[src/design/bhmt_pkg.sv]
// types and constants shared by the button hold / multi-tap detector
// no dependencies; imported by bhmt_outbuf and button_hold_multitap_detector_core
package bhmt_pkg;

  localparam int CFG_WIDTH   = 16;
  localparam int TAP_WIDTH   = 4;
  localparam int INDEX_WIDTH = 2;

  localparam logic [TAP_WIDTH-1:0] TAP_MAX = 4'd15;

  // configuration register indexes
  localparam logic [INDEX_WIDTH-1:0] REG_HOLD_TICKS  = 2'd0;
  localparam logic [INDEX_WIDTH-1:0] REG_ADV_TIMEOUT = 2'd1;
  localparam logic [INDEX_WIDTH-1:0] REG_TAP_GAP     = 2'd2;
  localparam logic [INDEX_WIDTH-1:0] REG_TAPS_NEEDED = 2'd3;

  // reset values of the registers
  localparam logic [CFG_WIDTH-1:0] HOLD_TICKS_RESET  = 16'd3000;
  localparam logic [CFG_WIDTH-1:0] ADV_TIMEOUT_RESET = 16'd1000;
  localparam logic [CFG_WIDTH-1:0] TAP_GAP_RESET     = 16'd500;
  localparam logic [TAP_WIDTH-1:0] TAPS_NEEDED_RESET = 4'd4;

  typedef struct packed {
    logic button_level;
    logic adv_start;
    logic adv_cancel;
  } in_t;

  typedef struct packed {
    logic                 hold_fired;
    logic                 adv_timeout_fired;
    logic                 diag_fired;
    logic                 counter_active;
    logic [TAP_WIDTH-1:0] tap_run_length;
  } out_t;

endpackage

[src/design/bhmt_outbuf.sv]
// two-entry output buffer (result register plus skid register)
// depends on bhmt_pkg for the result struct
module bhmt_outbuf
  import bhmt_pkg::*;
(
  input  logic clk,
  input  logic rst,
  input  logic push,
  input  out_t push_data,
  output logic space,
  output logic out_valid,
  input  logic out_ready,
  output out_t out_data
);

  logic main_valid;
  logic skid_valid;
  out_t main_data;
  out_t skid_data;

  assign space     = !skid_valid;
  assign out_valid = main_valid;
  assign out_data  = main_data;

  always_ff @(posedge clk) begin
    if (rst) begin
      main_valid <= 1'b0;
      skid_valid <= 1'b0;
    end else if (skid_valid) begin
      if (out_ready) begin
        main_data  <= skid_data;
        skid_valid <= 1'b0;
      end
    end else if (push) begin
      if (!main_valid || out_ready) begin
        main_data  <= push_data;
        main_valid <= 1'b1;
      end else begin
        skid_data  <= push_data;
        skid_valid <= 1'b1;
      end
    end else if (out_ready) begin
      main_valid <= 1'b0;
    end
  end

  a_skid_behind_main: assert property (@(posedge clk) disable iff (rst)
    skid_valid |-> main_valid)
    else $error("skid entry held with empty result register");

  a_skid_moves_up: assert property (@(posedge clk) disable iff (rst)
    skid_valid && out_ready |=> main_valid && main_data == $past(skid_data))
    else $error("skid entry not moved to result register");

  a_stall_holds: assert property (@(posedge clk) disable iff (rst)
    main_valid && !out_ready |=> main_valid && $stable(main_data))
    else $error("stalled result changed");

endmodule

[src/design/button_hold_multitap_detector_core.sv]
// button hold / multi-tap detector with advertising timeout
// channels:
//   in    : one request per millisecond tick (button level, advertising
//           start and cancel strobes), valid/ready
//   out   : one result per tick (alarm pulses, counter state, tap run
//           length), valid/ready
//   cfg   : register writes by index (hold, advertising timeout, tap gap,
//           taps needed); always ready, write only while idle
// result path: the edge that accepts a request writes its result into the
//   output buffer; the state update is a single pass of small counters and
//   compares between the request and the output buffer
// throughput: one request per cycle while in_ready is high; the output buffer holds two results,
//   so a request is taken while a result waits, and in_ready drops only
//   when both entries are full because the receiver stalls
// reset: synchronous, clears all alarm state and the tap run, sets the
//   time since release to saturated and the registers to their defaults
// depends on bhmt_pkg and bhmt_outbuf
module button_hold_multitap_detector_core
  import bhmt_pkg::*;
#(
  parameter int TIME_WIDTH = 16
) (
  input  logic                   clk,
  input  logic                   rst,
  input  logic                   in_valid,
  output logic                   in_ready,
  input  in_t                    in_data,
  output logic                   out_valid,
  input  logic                   out_ready,
  output out_t                   out_data,
  input  logic                   cfg_valid,
  output logic                   cfg_ready,
  input  logic [INDEX_WIDTH-1:0] cfg_index,
  input  logic [CFG_WIDTH-1:0]   cfg_data
);

  // compare width covers both elapsed counts and register values
  localparam int CW = (TIME_WIDTH > CFG_WIDTH) ? TIME_WIDTH : CFG_WIDTH;
  localparam logic [TIME_WIDTH-1:0] TIME_MAX = {TIME_WIDTH{1'b1}};
  localparam logic [TIME_WIDTH-1:0] TIME_ONE = TIME_WIDTH'(1);

  logic [CFG_WIDTH-1:0] hold_ticks;
  logic [CFG_WIDTH-1:0] adv_timeout_ticks;
  logic [CFG_WIDTH-1:0] tap_gap_ticks;
  logic [TAP_WIDTH-1:0] taps_needed;

  logic                  prev_pressed;
  logic                  counter_running;
  logic                  hold_armed;
  logic [TIME_WIDTH-1:0] hold_elapsed;
  logic                  adv_active;
  logic                  adv_armed;
  logic [TIME_WIDTH-1:0] adv_elapsed;
  logic [TIME_WIDTH-1:0] since_release;
  logic [TAP_WIDTH-1:0]  tap_count;

  logic                  counter_running_next;
  logic                  hold_armed_next;
  logic [TIME_WIDTH-1:0] hold_elapsed_next;
  logic                  adv_active_next;
  logic                  adv_armed_next;
  logic [TIME_WIDTH-1:0] adv_elapsed_next;
  logic [TIME_WIDTH-1:0] since_release_next;
  logic [TAP_WIDTH-1:0]  tap_count_next;

  logic hold_hit;
  logic adv_hit;
  logic diag_hit;
  logic accept;
  out_t result;

  assign cfg_ready = 1'b1;
  assign accept    = in_valid && in_ready;

  always_ff @(posedge clk) begin
    if (rst) begin
      hold_ticks        <= HOLD_TICKS_RESET;
      adv_timeout_ticks <= ADV_TIMEOUT_RESET;
      tap_gap_ticks     <= TAP_GAP_RESET;
      taps_needed       <= TAPS_NEEDED_RESET;
    end else if (cfg_valid && cfg_ready) begin
      case (cfg_index)
        REG_HOLD_TICKS:  hold_ticks        <= cfg_data;
        REG_ADV_TIMEOUT: adv_timeout_ticks <= cfg_data;
        REG_TAP_GAP:     tap_gap_ticks     <= cfg_data;
        REG_TAPS_NEEDED: taps_needed       <= cfg_data[TAP_WIDTH-1:0];
        default: ;
      endcase
    end
  end

  always_comb begin
    logic [TIME_WIDTH-1:0] sr_inc;
    logic [TAP_WIDTH-1:0]  tc;

    counter_running_next = counter_running;
    hold_armed_next      = hold_armed;
    hold_elapsed_next    = hold_elapsed;
    adv_active_next      = adv_active;
    adv_armed_next       = adv_armed;
    adv_elapsed_next     = adv_elapsed;
    tap_count_next       = tap_count;
    hold_hit             = 1'b0;
    adv_hit              = 1'b0;
    diag_hit             = 1'b0;
    tc                   = tap_count;

    sr_inc = (since_release == TIME_MAX) ? since_release : since_release + TIME_ONE;
    since_release_next = sr_inc;

    if (in_data.button_level && !prev_pressed) begin
      counter_running_next = 1'b1;
      hold_armed_next      = 1'b1;
      hold_elapsed_next    = '0;
    end else if (!in_data.button_level && prev_pressed) begin
      if (!adv_active) counter_running_next = 1'b0;
      hold_armed_next = 1'b0;
      // tap run continues only when the gap since the last release is short
      if (CW'(sr_inc) < CW'(tap_gap_ticks)) begin
        if (tap_count < TAP_MAX) tc = tap_count + TAP_WIDTH'(1);
      end else begin
        tc = TAP_WIDTH'(1);
      end
      since_release_next = '0;
      if (tc == taps_needed) begin
        diag_hit = 1'b1;
        tc       = '0;
      end
      tap_count_next = tc;
    end

    if (in_data.adv_cancel) begin
      counter_running_next = 1'b0;
      adv_active_next      = 1'b0;
      adv_armed_next       = 1'b0;
    end else if (in_data.adv_start) begin
      counter_running_next = 1'b1;
      adv_active_next      = 1'b1;
      adv_armed_next       = 1'b1;
      adv_elapsed_next     = '0;
    end

    if (counter_running_next) begin
      if (hold_armed_next) begin
        if (hold_elapsed_next != TIME_MAX) hold_elapsed_next = hold_elapsed_next + TIME_ONE;
        if (CW'(hold_elapsed_next) >= CW'(hold_ticks)) begin
          hold_hit        = 1'b1;
          hold_armed_next = 1'b0;
        end
      end
      if (adv_armed_next) begin
        if (adv_elapsed_next != TIME_MAX) adv_elapsed_next = adv_elapsed_next + TIME_ONE;
        if (CW'(adv_elapsed_next) >= CW'(adv_timeout_ticks)) begin
          adv_hit        = 1'b1;
          adv_armed_next = 1'b0;
        end
      end
    end
  end

  always_ff @(posedge clk) begin
    if (rst) begin
      prev_pressed    <= 1'b0;
      counter_running <= 1'b0;
      hold_armed      <= 1'b0;
      hold_elapsed    <= '0;
      adv_active      <= 1'b0;
      adv_armed       <= 1'b0;
      adv_elapsed     <= '0;
      since_release   <= TIME_MAX;
      tap_count       <= '0;
    end else if (accept) begin
      prev_pressed    <= in_data.button_level;
      counter_running <= counter_running_next;
      hold_armed      <= hold_armed_next;
      hold_elapsed    <= hold_elapsed_next;
      adv_active      <= adv_active_next;
      adv_armed       <= adv_armed_next;
      adv_elapsed     <= adv_elapsed_next;
      since_release   <= since_release_next;
      tap_count       <= tap_count_next;
    end
  end

  always_comb begin
    result.hold_fired        = hold_hit;
    result.adv_timeout_fired = adv_hit;
    result.diag_fired        = diag_hit;
    result.counter_active    = counter_running_next;
    result.tap_run_length    = tap_count_next;
  end

  bhmt_outbuf u_outbuf (
    .clk       (clk),
    .rst       (rst),
    .push      (accept),
    .push_data (result),
    .space     (in_ready),
    .out_valid (out_valid),
    .out_ready (out_ready),
    .out_data  (out_data)
  );

  a_adv_keeps_counter: assert property (@(posedge clk) disable iff (rst)
    adv_active |-> counter_running)
    else $error("advertising active with counter stopped");

  a_cancel_stops: assert property (@(posedge clk) disable iff (rst)
    accept && in_data.adv_cancel |=> !counter_running && !adv_active && !adv_armed)
    else $error("cancel did not stop counter");

  a_hold_once: assert property (@(posedge clk) disable iff (rst)
    accept && hold_hit |=> !hold_armed)
    else $error("hold alarm still armed after firing");

  a_diag_clears_run: assert property (@(posedge clk) disable iff (rst)
    accept && diag_hit |=> tap_count == '0)
    else $error("tap run not cleared after diagnostic pulse");

endmodule

[config.mk]
export PLATFORM = sky130hd
export DESIGN_NAME = button_hold_multitap_detector_core
export DESIGN_NICKNAME = d
export VERILOG_FILES = /design/src/design/bhmt_pkg.sv /design/src/design/bhmt_outbuf.sv /design/src/design/button_hold_multitap_detector_core.sv
export SDC_FILE = /design/constraint.sdc
export NUM_CORES = 1
export LEC_CHECK = 0
export BUFFER_PORTS_ARGS = -buffer_cell sky130_fd_sc_hd__buf_2
export CORE_AREA = 8 8 127 129
export CTS_CLUSTER_DIAMETER = 40
export CTS_CLUSTER_SIZE = 10
export DETAILED_ROUTE_END_ITERATION = 12
export DIE_AREA = 0 0 135 137
export PLACE_DENSITY = 0.74
export SYNTH_ARGS = -nofsm -noshare
export SYNTH_HDL_FRONTEND = slang
export SYNTH_SLANG_ARGS = --single-unit
[constraint.sdc]
create_clock -name clk -period 4.83 [get_ports clk]
set_input_delay 0.966 -clock clk [delete_from_list [all_inputs] [get_ports clk]]
set_output_delay 0.966 -clock clk [all_outputs]
set_load 0.02 [all_outputs]
==> metrics.csv, run 1 <==
metric,value,unit
seq_area_frac_synth,35.8,%
fin_worst_skew,0.00976,ns
antenna_found_initial,0,
min_period,4.64,ns
grt_usage,21.9,%
hold_depth,2,
met2_usage,36.9,%
fin_cells,1177,
fin_util,60.3,%
clk_latency,0.42,ns
synth_ff_type,dfxtp_1,
diodes,0,
end_kind,flip-flop,
timing.hold.ws,0.454,ns
hold_viol,0,
grt.met1_usage,27.3,%
core,14200,sq um
gp_congestion,0.922,
r2r-start,since_release[0],
clock_sinks,127,
critPathMaxFanout,6,
synth-edff-count,16,
yosysTopAreaCell,dfxtp_1,
synth_area_leaders,"dfxtp_1 29%, ha_1 8.5%, nand2_1 8.2%",
crit_arrival,4.81,ns
grt_max_degree,86,
fp.dieW,135,um
route.detailed.drc,0,
yosys_warnings,0,
syn_inst,949,
synthTopCellsByCount,"164 x nand2_1, 111 x dfxtp_1, 93 x nor2_1",
yosys.area.top_type_share,29.5,%
vias_per_cell,5.81,
hold_end,tap_gap_ticks[12],
areaGrowthSynthToFinish,13.5,%
r2r_cells,17,
grt.overflow.total,0,
avgSynthCellArea,7.95,sq um
power.density,337,nW/um^2
finalSetupTns,0,ns
pin_count,37,
port_buffers,35,
status,finished clean,
grt-busiest-layer,met2,
ir_drop,346,uV
htree_levels,4,
row_count,44,
die_height,137,um
slew_headroom,34.2,%
die_area,18500,sq um
dp_cells,1145,
crit_type,reg -> reg,
synth_nets,1026,
r2r_slack,0.19,ns
worstPathRequired,5.00,ns
hp-start,tap_gap_ticks[12],
routedWlPerCell,16.7,um
drt_iter0_markers,511,
grt_pass1_vias,6508,
max_cap_viol_count,0,
multiInputGateArea,4460,sq um
synth.most_common_cell,nand2_1,
start_util,53.1,%
timing.rr.end,u_outbuf.out_data[0],
grt_pass1_wl,32.5,mm
synth_seq_cells,127,
cts_made_buffers,17,
clock_path_buffers,2,
grt_use_met3,5.03,%
dr_total_vias,6844,
cts_tree,built,
fillers,1292,
fin_nets,1057,
hp-class,reg -> reg,
dpl.hpwl,13.9,mm
finalCritPeriodShare,96.0,%
async_flop_share,0,%
regArea,2700,sq um
setup_violations,0,
start_kind,flip-flop,
syn-cell-area,7540,sq um
worst_slew_pin_slew,0.987,ns
timing.final.max_slew_violations,0,
layout-drive-gt1-share,11.4,%
clkSlewWorstSetupHoldPaths,0.06,ns
wl,19.6,mm
timing.fmax,216,MHz
p_leak,0.00348,uW
rsz0062_at_grt,no,
antenna_left,0,
ys_types,72,
cts_root_buf,clkbuf_16,
drt_pass1_iterations,4,
-- placed cells by master (no fill, tap or decap), types with 9 or more instances in the layout --
| master | count |
|---|---|
| buf_2 | 35 |
| nor2_1 | 93 |
| buf_4 | 24 |
| nand2b_1 | 9 |
| xor2_1 | 20 |
| o211ai_1 | 20 |
| xnor2_1 | 26 |
| edfxtp_1 | 16 |
| a21oi_1 | 70 |
| and3_1 | 17 |
| a22oi_1 | 14 |
| dfxtp_1 | 111 |
| inv_1 | 50 |
| nand3_1 | 29 |
| nand2_1 | 164 |
| a221o_1 | 14 |
| ha_1 | 51 |
| clkbuf_16 | 19 |
| and2_1 | 9 |
| nor3_1 | 13 |
| o21ai_0 | 38 |
| nand4_1 | 11 |
| o21ai_1 | 11 |
-- layout make-up --
cell class,instances,area share [%]
Multi-Input combinational cell,723,52.1
Clock inverter,11,1.48
Inverter,52,2.28
Clock buffer,21,5.76
Tap cell,184,2.69
Sequential cell,127,31.6
Timing Repair Buffer,59,4.15
-- sequential cells by signal, summed over array words and instances (netlist names) --
| name | count |
|---|---|
| adv_elapsed | 16 |
| adv_timeout_ticks | 16 |
| hold_elapsed | 16 |
| hold_ticks | 16 |
| since_release | 16 |
| tap_gap_ticks | 16 |
| u_outbuf.out_data | 8 |
| u_outbuf.skid_data | 8 |
| tap_count | 4 |
| taps_needed | 4 |
| adv_active | 1 |
| adv_armed | 1 |
| counter_running | 1 |
| hold_armed | 1 |
| prev_pressed | 1 |
| u_outbuf.out_valid | 1 |
| u_outbuf.skid_valid | 1 |
-- stage by stage --
stage	total power, uW	cell area (sq um)	worst slack (ns)
floorplan	1460	7540	0.0428
global placement	1560	7940	0.170
detailed placement	1570	7940	0.0509
CTS	2900	8560	0.248
global route	3000	8560	0.00368
finish	2890	8560	0.191
-- timing repair --
action / in CTS / in global routing
buffers inserted: 0 / 0
endpoints found under the hold margin: 0 / 0
setup endpoints to repair: 0 / 2
hold buffers: 0 / 0
resized for setup: 0 / 1
-- metal layers --
| metal | up-vias | part of all wire, % | wire, um |
|---|---|---|---|
| met5 | - | 0 | 0 |
| met4 | 0 | 1.6 | 313 |
| met3 | 26 | 5.4 | 1050 |
| met2 | 195 | 48 | 9350 |
| met1 | 3211 | 45 | 8930 |
| li1 | 3412 | - | - |
-- cell families after synthesis --
kind of cell | synth area share, %
AO/OA/AOI/OAI | 18.7
other | 0.0497
XOR/XNOR | 5.34
buffers and inverters | 5.18
flip-flops | 35.8
AND/OR/NAND/NOR | 24.5
multiplexers | 1.96
adder cells (fa/ha/maj) | 8.46
-- where the power goes --
part	internal, uW	switching, uW	total [uW]
Clock	836	492	1330
Combinational	157	259	415
Sequential	1110	33.8	1140
Total	2100	785	2890
-- worst max-delay path, cell delays in order (launching register included) --
cell and delay [ns]:
dfxtp_1 0.37, ha_1 0.25, and3_1 0.22, nand4_2 0.11, and4_4 0.27, and3_4 0.21, and3_4 0.23, and3_1 0.22
xor2_1 0.22, ha_1 0.28, a211oi_1 0.21, o21bai_1 0.09, o21bai_1 0.27, nand3b_1 0.31, or3_1 0.40, a32oi_1 0.31
a31oi_1 0.13, o221a_1 0.26
-- how the worst max path moves through the flow --
stage | cells after the start | slack [ns] | from | endpoint
CTS | 17 | 0.25 | since_release[0] | u_outbuf.out_data[0]
global route | 17 | 0.004 | since_release[0] | u_outbuf.out_data[0]
floorplan | 20 | 0.04 | in_data[2] | u_outbuf.out_data[7]
global placement | 18 | 0.17 | in_data[2] | u_outbuf.out_data[7]
detailed placement | 18 | 0.05 | in_data[2] | hold_armed
finish | 17 | 0.19 | since_release[0] | u_outbuf.out_data[0]
No activity file was read; power rests on OpenSTA's default activity.
==> run 2, diff against run 1 <==
--- a/config.mk
+++ b/config.mk
@@ -6,12 +6,12 @@
 export NUM_CORES = 1
 export LEC_CHECK = 0
 export BUFFER_PORTS_ARGS = -buffer_cell sky130_fd_sc_hd__buf_2
-export CORE_AREA = 8 8 127 129
+export CORE_AREA = 8 8 121 134
 export CTS_CLUSTER_DIAMETER = 40
 export CTS_CLUSTER_SIZE = 10
 export DETAILED_ROUTE_END_ITERATION = 12
-export DIE_AREA = 0 0 135 137
-export PLACE_DENSITY = 0.74
+export DIE_AREA = 0 0 129 142
+export PLACE_DENSITY = 0.75
 export SYNTH_ARGS = -nofsm -noshare
 export SYNTH_HDL_FRONTEND = slang
 export SYNTH_SLANG_ARGS = --single-unit
==> run 2 against run 1 <==
  * Worst hold slack worse by 0.0011 ns
  * First-iteration DRC count up 12%
  * Utilization is 0.15 points lower
  * Die area shrank 0.96%
  * Non-clock buffer count shrank 3
  * Critical path type unchanged
  * Critical path depth unchanged
  * Routed wire length decreased by 2.7%
  * Global-route usage fell by 0.061 points
  * Via count shrank 0.70%
  * Clock-buffer cell count is 3 lower
  * Largest cell class unchanged
==> metrics.csv, run 2 (same netlist as run 1, synthesis figures left out) <==
metric,value,unit,change
finalCritPeriodShare,94.3,%,was 96.0%
r2r_slack,0.28,ns,was 0.19 ns
htree_levels,4,,unchanged
hold_buffers,0,,unchanged
pin_count,37,,unchanged
r2r-start,since_release[0],,unchanged
clock_sinks,127,,unchanged
hp-class,reg -> reg,,unchanged
clock_path_buffers,2,,unchanged
port_buffers,35,,unchanged
clk_latency,0.42,ns,about the same
timing.fmax,220,MHz,was 216 MHz
route.detailed.drc,0,,unchanged
grt.overflow.total,0,,unchanged
power.density,324,nW/um^2,was 337 nW/um^2
fin_nets,1054,,was 1057
timing.rr.end,u_outbuf.out_data[3],,was u_outbuf.out_data[0]
hp-start,adv_timeout_ticks[13],,was tap_gap_ticks[12]
crit_arrival,4.84,ns,was 4.81 ns
dpl.hpwl,13.8,mm,was 13.9 mm
final_common_cell,nand2_1,,unchanged
min_period,4.55,ns,was 4.64 ns
worst_slew_pin_slew,0.856,ns,was 0.987 ns
antenna_left,0,,unchanged
grt_max_degree,50,,was 86
cts_root_buf,clkbuf_16,,unchanged
fillers,1219,,was 1292
ctsResizeCount,0,,unchanged
timing.hold.ws,0.453,ns,was 0.454 ns
finalSetupTns,0,ns,unchanged
regArea,2700,sq um,unchanged
cts_setup_buffers,0,,unchanged
row_count,46,,was 44
clkSlewWorstSetupHoldPaths,0.06,ns,about the same
fin_worst_skew,0.00691,ns,was 0.00976 ns
diodes,0,,unchanged
rsz0062_at_grt,no,,unchanged
antenna_found_initial,0,,unchanged
multiInputGateArea,4460,sq um,about the same
slew_headroom,42.6,%,was 34.2%
p_leak,0.00343,uW,was 0.00348 uW
worstPathRequired,5.12,ns,was 5.00 ns
power,2750,uW,was 2890 uW
status,finished clean,,unchanged
placed_cell_area,7930,sq um,was 7940 sq um
end_kind,flip-flop,,unchanged
critPathMaxFanout,6,,unchanged
die_height,142,um,was 137 um
drt_pass1_iterations,5,,was 4
cp_top_family,simple AND/OR/NAND/NOR gates,,unchanged
wl,19.1,mm,was 19.6 mm
cts_tree,built,,unchanged
cp_slowest_cell,o41ai_1,,was or3_1
cp_num_buf_inv,0,,unchanged
hold_end,adv_timeout_ticks[13],,was tap_gap_ticks[12]
areaGrowthSynthToFinish,12.4,%,was 13.5%
fp.dieW,129,um,was 135 um
cp_cell_sequence,"ha_1, and3_1, nand4_2, and4_4, and3_4, and3_4, and3_1, xor2_1, ha_1, a211oi_1, o21bai_1, o21bai_1, nand3b_1, a21oi_1, nor2_1, o41ai_1, mux2_2",,"was ha_1, and3_1, nand4_2, and4_4, and3_4, and3_4, and3_1, xor2_1, ha_1, a211oi_1, o21bai_1, o21bai_1, nand3b_1, or3_1, a32oi_1, a31oi_1, o221a_1"
hold_viol,0,,unchanged
final_cell_mix,"164 x nand2_1, 111 x dfxtp_1, 93 x nor2_1, 70 x a21oi_1, 51 x ha_1",,unchanged
core,14100,sq um,was 14200 sq um
r2r_cells,17,,unchanged
grt_pass1_wl,32.1,mm,was 32.5 mm
drt_iter0_markers,571,,was 511
timing.final.max_slew_violations,0,,unchanged
routedWlPerCell,16.2,um,was 16.7 um
cp_slowest_stage_delay,0.57,ns,was 0.40 ns
ir_drop,269,uV,was 346 uV
design_area,8480,sq um,was 8560 sq um
max_cap_viol_count,0,,unchanged
start_util,53.5,%,was 53.1%
hold_depth,2,,unchanged
die_area,18300,sq um,was 18500 sq um
grt_usage,21.9,%,about the same
fin_util,60.1,%,was 60.3%
grt_pass1_vias,6577,,was 6508
crit_type,reg -> reg,,unchanged
vias_per_cell,5.75,,was 5.81
layout-drive-gt1-share,11.0,%,was 11.4%
setup_violations,0,,unchanged
dr_total_vias,6796,,was 6844
gp_congestion,0.893,,was 0.922
cts_made_buffers,17,,unchanged
start_kind,flip-flop,,unchanged
-- run 2: worst reg2reg max path: stages (launching register included) --
cell and delay [ns]:
dfxtp_1 0.37, ha_1 0.25, and3_1 0.22, nand4_2 0.11, and4_4 0.27, and3_4 0.22
and3_4 0.23, and3_1 0.22, xor2_1 0.19, ha_1 0.27, a211oi_1 0.22, o21bai_1 0.10
o21bai_1 0.27, nand3b_1 0.30, a21oi_1 0.24, nor2_1 0.12, o41ai_1 0.57, mux2_2 0.25
-- run 2: cell type report --
type	count	area share (%)
Multi-Input combinational cell	723	52.6
Sequential cell	127	31.9
Clock buffer	18	5.06
Timing Repair Buffer	56	3.92
Tap cell	192	2.83
Inverter	52	2.30
Clock inverter	14	1.43
-- run 2: metrics by stage --
step                cells  worst slack [ns]
finish               1182             0.278
floorplan             949            0.0428
global route         1182            0.0151
global placement     1150             0.186
CTS                  1182             0.302
detailed placement   1150            0.0488
-- run 2: metal layers --
layer | wire length, um | global-route usage, %
met1 | 8450 | 26.8
met2 | 9250 | 36.9
met3 | 975 | 3.71
met4 | 432 | 9.35
met5 | 0 | 0
-- run 2: how the worst max path moves through the flow --
stage | startpoint | to | slack (ns) | cells past startpoint
CTS | since_release[0] | u_outbuf.out_data[3] | 0.30 | 17
floorplan | in_data[2] | u_outbuf.out_data[7] | 0.04 | 20
global route | in_data[2] | u_outbuf.out_data[7] | 0.02 | 19
finish | since_release[0] | u_outbuf.out_data[3] | 0.28 | 17
detailed placement | in_data[2] | u_outbuf.out_data[7] | 0.05 | 19
global placement | in_data[2] | u_outbuf.out_data[7] | 0.19 | 16
-- run 2: report_power, final --
| group | total (uW) | switching (uW) | internal [uW] |
|---|---|---|---|
| logic | 408 | 252 | 156 |
| registers | 1150 | 34.9 | 1110 |
| clock network | 1200 | 493 | 703 |
==> run 3, diff against run 2 <==
--- a/config.mk
+++ b/config.mk
@@ -6,11 +6,11 @@
 export NUM_CORES = 1
 export LEC_CHECK = 0
 export BUFFER_PORTS_ARGS = -buffer_cell sky130_fd_sc_hd__buf_2
-export CORE_AREA = 8 8 121 134
+export CORE_AREA = 8 8 116 140
 export CTS_CLUSTER_DIAMETER = 40
 export CTS_CLUSTER_SIZE = 10
 export DETAILED_ROUTE_END_ITERATION = 12
-export DIE_AREA = 0 0 129 142
+export DIE_AREA = 0 0 124 148
 export PLACE_DENSITY = 0.75
 export SYNTH_ARGS = -nofsm -noshare
 export SYNTH_HDL_FRONTEND = slang
==> run 3 against run 2 <==
  * Final cell count shrank 1.7%
  * Critical path depth is the same
  * Register-to-register slack is essentially flat
  * Combinational power is essentially flat
  * Non-clock buffer count shrank 3
  * Worst setup slack lost 0.0079 ns
  * Highest routed layer unchanged
==> metrics.csv, run 3 (same netlist as run 1, synthesis figures left out) <==
metric,value,unit,change
status,finished clean,,unchanged
fin_worst_skew,0.00877,ns,was 0.00691 ns
antenna_left,0,,unchanged
layout-drive-gt1-share,10.9,%,was 11.0%
critPathMaxFanout,6,,unchanged
drt_iter0_markers,587,,was 571
hold_buffers,0,,unchanged
port_buffers,35,,unchanged
rsz0062_at_grt,no,,unchanged
die_height,148,um,was 142 um
worst_slew_pin_slew,0.993,ns,was 0.856 ns
hold_viol,0,,unchanged
r2r_slack,0.27,ns,was 0.28 ns
clock_path_buffers,2,,unchanged
end_kind,flip-flop,,unchanged
clkSlewWorstSetupHoldPaths,0.06,ns,about the same
cts_made_buffers,17,,unchanged
core,14100,sq um,about the same
clk_latency,0.43,ns,was 0.42 ns
timing.fmax,219,MHz,was 220 MHz
routedWlPerCell,16.8,um,was 16.2 um
start_util,53.7,%,was 53.5%
areaGrowthSynthToFinish,13.2,%,was 12.4%
final_cell_mix,"164 x nand2_1, 111 x dfxtp_1, 93 x nor2_1, 70 x a21oi_1, 51 x ha_1",,unchanged
vias_per_cell,5.84,,was 5.75
hp-class,reg -> reg,,unchanged
worstPathRequired,5.00,ns,was 5.12 ns
grt_max_degree,87,,was 50
route.detailed.drc,0,,unchanged
diodes,0,,unchanged
start_kind,flip-flop,,unchanged
gp_congestion,0.939,,was 0.893
drt_pass1_iterations,5,,unchanged
max_cap_viol_count,0,,unchanged
cts_root_buf,clkbuf_16,,unchanged
final_common_cell,nand2_1,,unchanged
setup_violations,0,,unchanged
crit_type,reg -> reg,,unchanged
grt_usage,21.9,%,about the same
finalCritPeriodShare,94.4,%,was 94.3%
fin_nets,1051,,was 1054
finalSetupTns,0,ns,unchanged
cts_tree,built,,unchanged
htree_levels,4,,unchanged
ir_drop,196,uV,was 269 uV
grt_pass1_wl,32.0,mm,was 32.1 mm
die_area,18400,sq um,was 18300 sq um
pin_count,37,,unchanged
ctsResizeCount,0,,unchanged
cts_setup_buffers,0,,unchanged
min_period,4.56,ns,was 4.55 ns
dr_total_vias,6789,,was 6796
wl,19.5,mm,was 19.1 mm
grt.overflow.total,0,,unchanged
preCtsSetupSlack,0.121,ns,was 0.0488 ns
clock_sinks,127,,unchanged
setup_slack,0.270,ns,was 0.278 ns
grt_pass1_vias,6528,,was 6577
fp.dieW,124,um,was 129 um
dpl.hpwl,13.8,mm,about the same
timing.final.max_slew_violations,0,,unchanged
crit_arrival,4.73,ns,was 4.84 ns
p_leak,0.00348,uW,was 0.00343 uW
row_count,48,,was 46
antenna_found_initial,0,,unchanged
power.density,345,nW/um^2,was 324 nW/um^2
power,2950,uW,was 2750 uW
slew_headroom,33.4,%,was 42.6%
## run 3: cell types whose count changed in the layout (fill, tap and decap cells not counted), sizes merged
| cell | change |
|---|---|
| inv | +2 |
| clkinv | -2 |
| bufinv | +2 |
| buf | -3 |
| clkbuf | +3 |
| clkinvlp | -5 |
## run 3: worst paths after layout
path,startpoint,endpoint,depth (start not counted)
worst max-delay path,since_release[0],u_outbuf.out_data[0],17
worst min-delay path,tap_gap_ticks[11],tap_gap_ticks[11],2
worst max register to register,since_release[0],u_outbuf.out_data[0],17
worst min register to register,tap_gap_ticks[11],tap_gap_ticks[11],2
## run 3: cell type report
cell class,count,area (sq um)
Fill cell,1248,5520
Multi-Input combinational cell,723,4470
Sequential cell,127,2700
Clock buffer,21,493
Timing Repair Buffer,53,310
Tap cell,175,219
Inverter,52,195
Clock inverter,11,150
## run 3: metrics by stage
step	area, sq um	instances	utilization (%)	hold slack (ns)
floorplan	7540	949	-	0.436
global placement	7890	1130	56.1	0.442
detailed placement	7890	1130	56.1	0.448
CTS	8530	1162	60.7	0.456
global route	8540	1162	60.7	0.472
finish	8540	1162	60.7	0.454
## run 3: critical path: stages (launching register included)
cell and delay [ns]:
dfxtp_1 0.36, ha_1 0.25, and3_1 0.23, nand4_2 0.12, and4_4 0.28, and3_4 0.21, and3_4 0.23, and3_1 0.22
xor2_1 0.20, ha_1 0.27, a211oi_1 0.23, o21bai_1 0.10, o21bai_1 0.25, nand3b_1 0.28, or3_1 0.40, a32oi_2 0.30
a31oi_1 0.12, o221a_1 0.26
## run 3: metal layers
metal	global-route usage, %	wire length (um)	up-vias
met3	3.97	812	36
met4	8.41	473	0
met5	0	0	-
li1	-	-	3386
met1	25.5	8350	3210
met2	38.5	9840	157
## run 3: report_power, final
part | internal, uW | leakage (uW) | total, uW | switching (uW)
registers | 1110 | 0.00105 | 1150 | 35.8
clock network | 890 | 0.000318 | 1390 | 500
logic | 155 | 0.00211 | 408 | 254
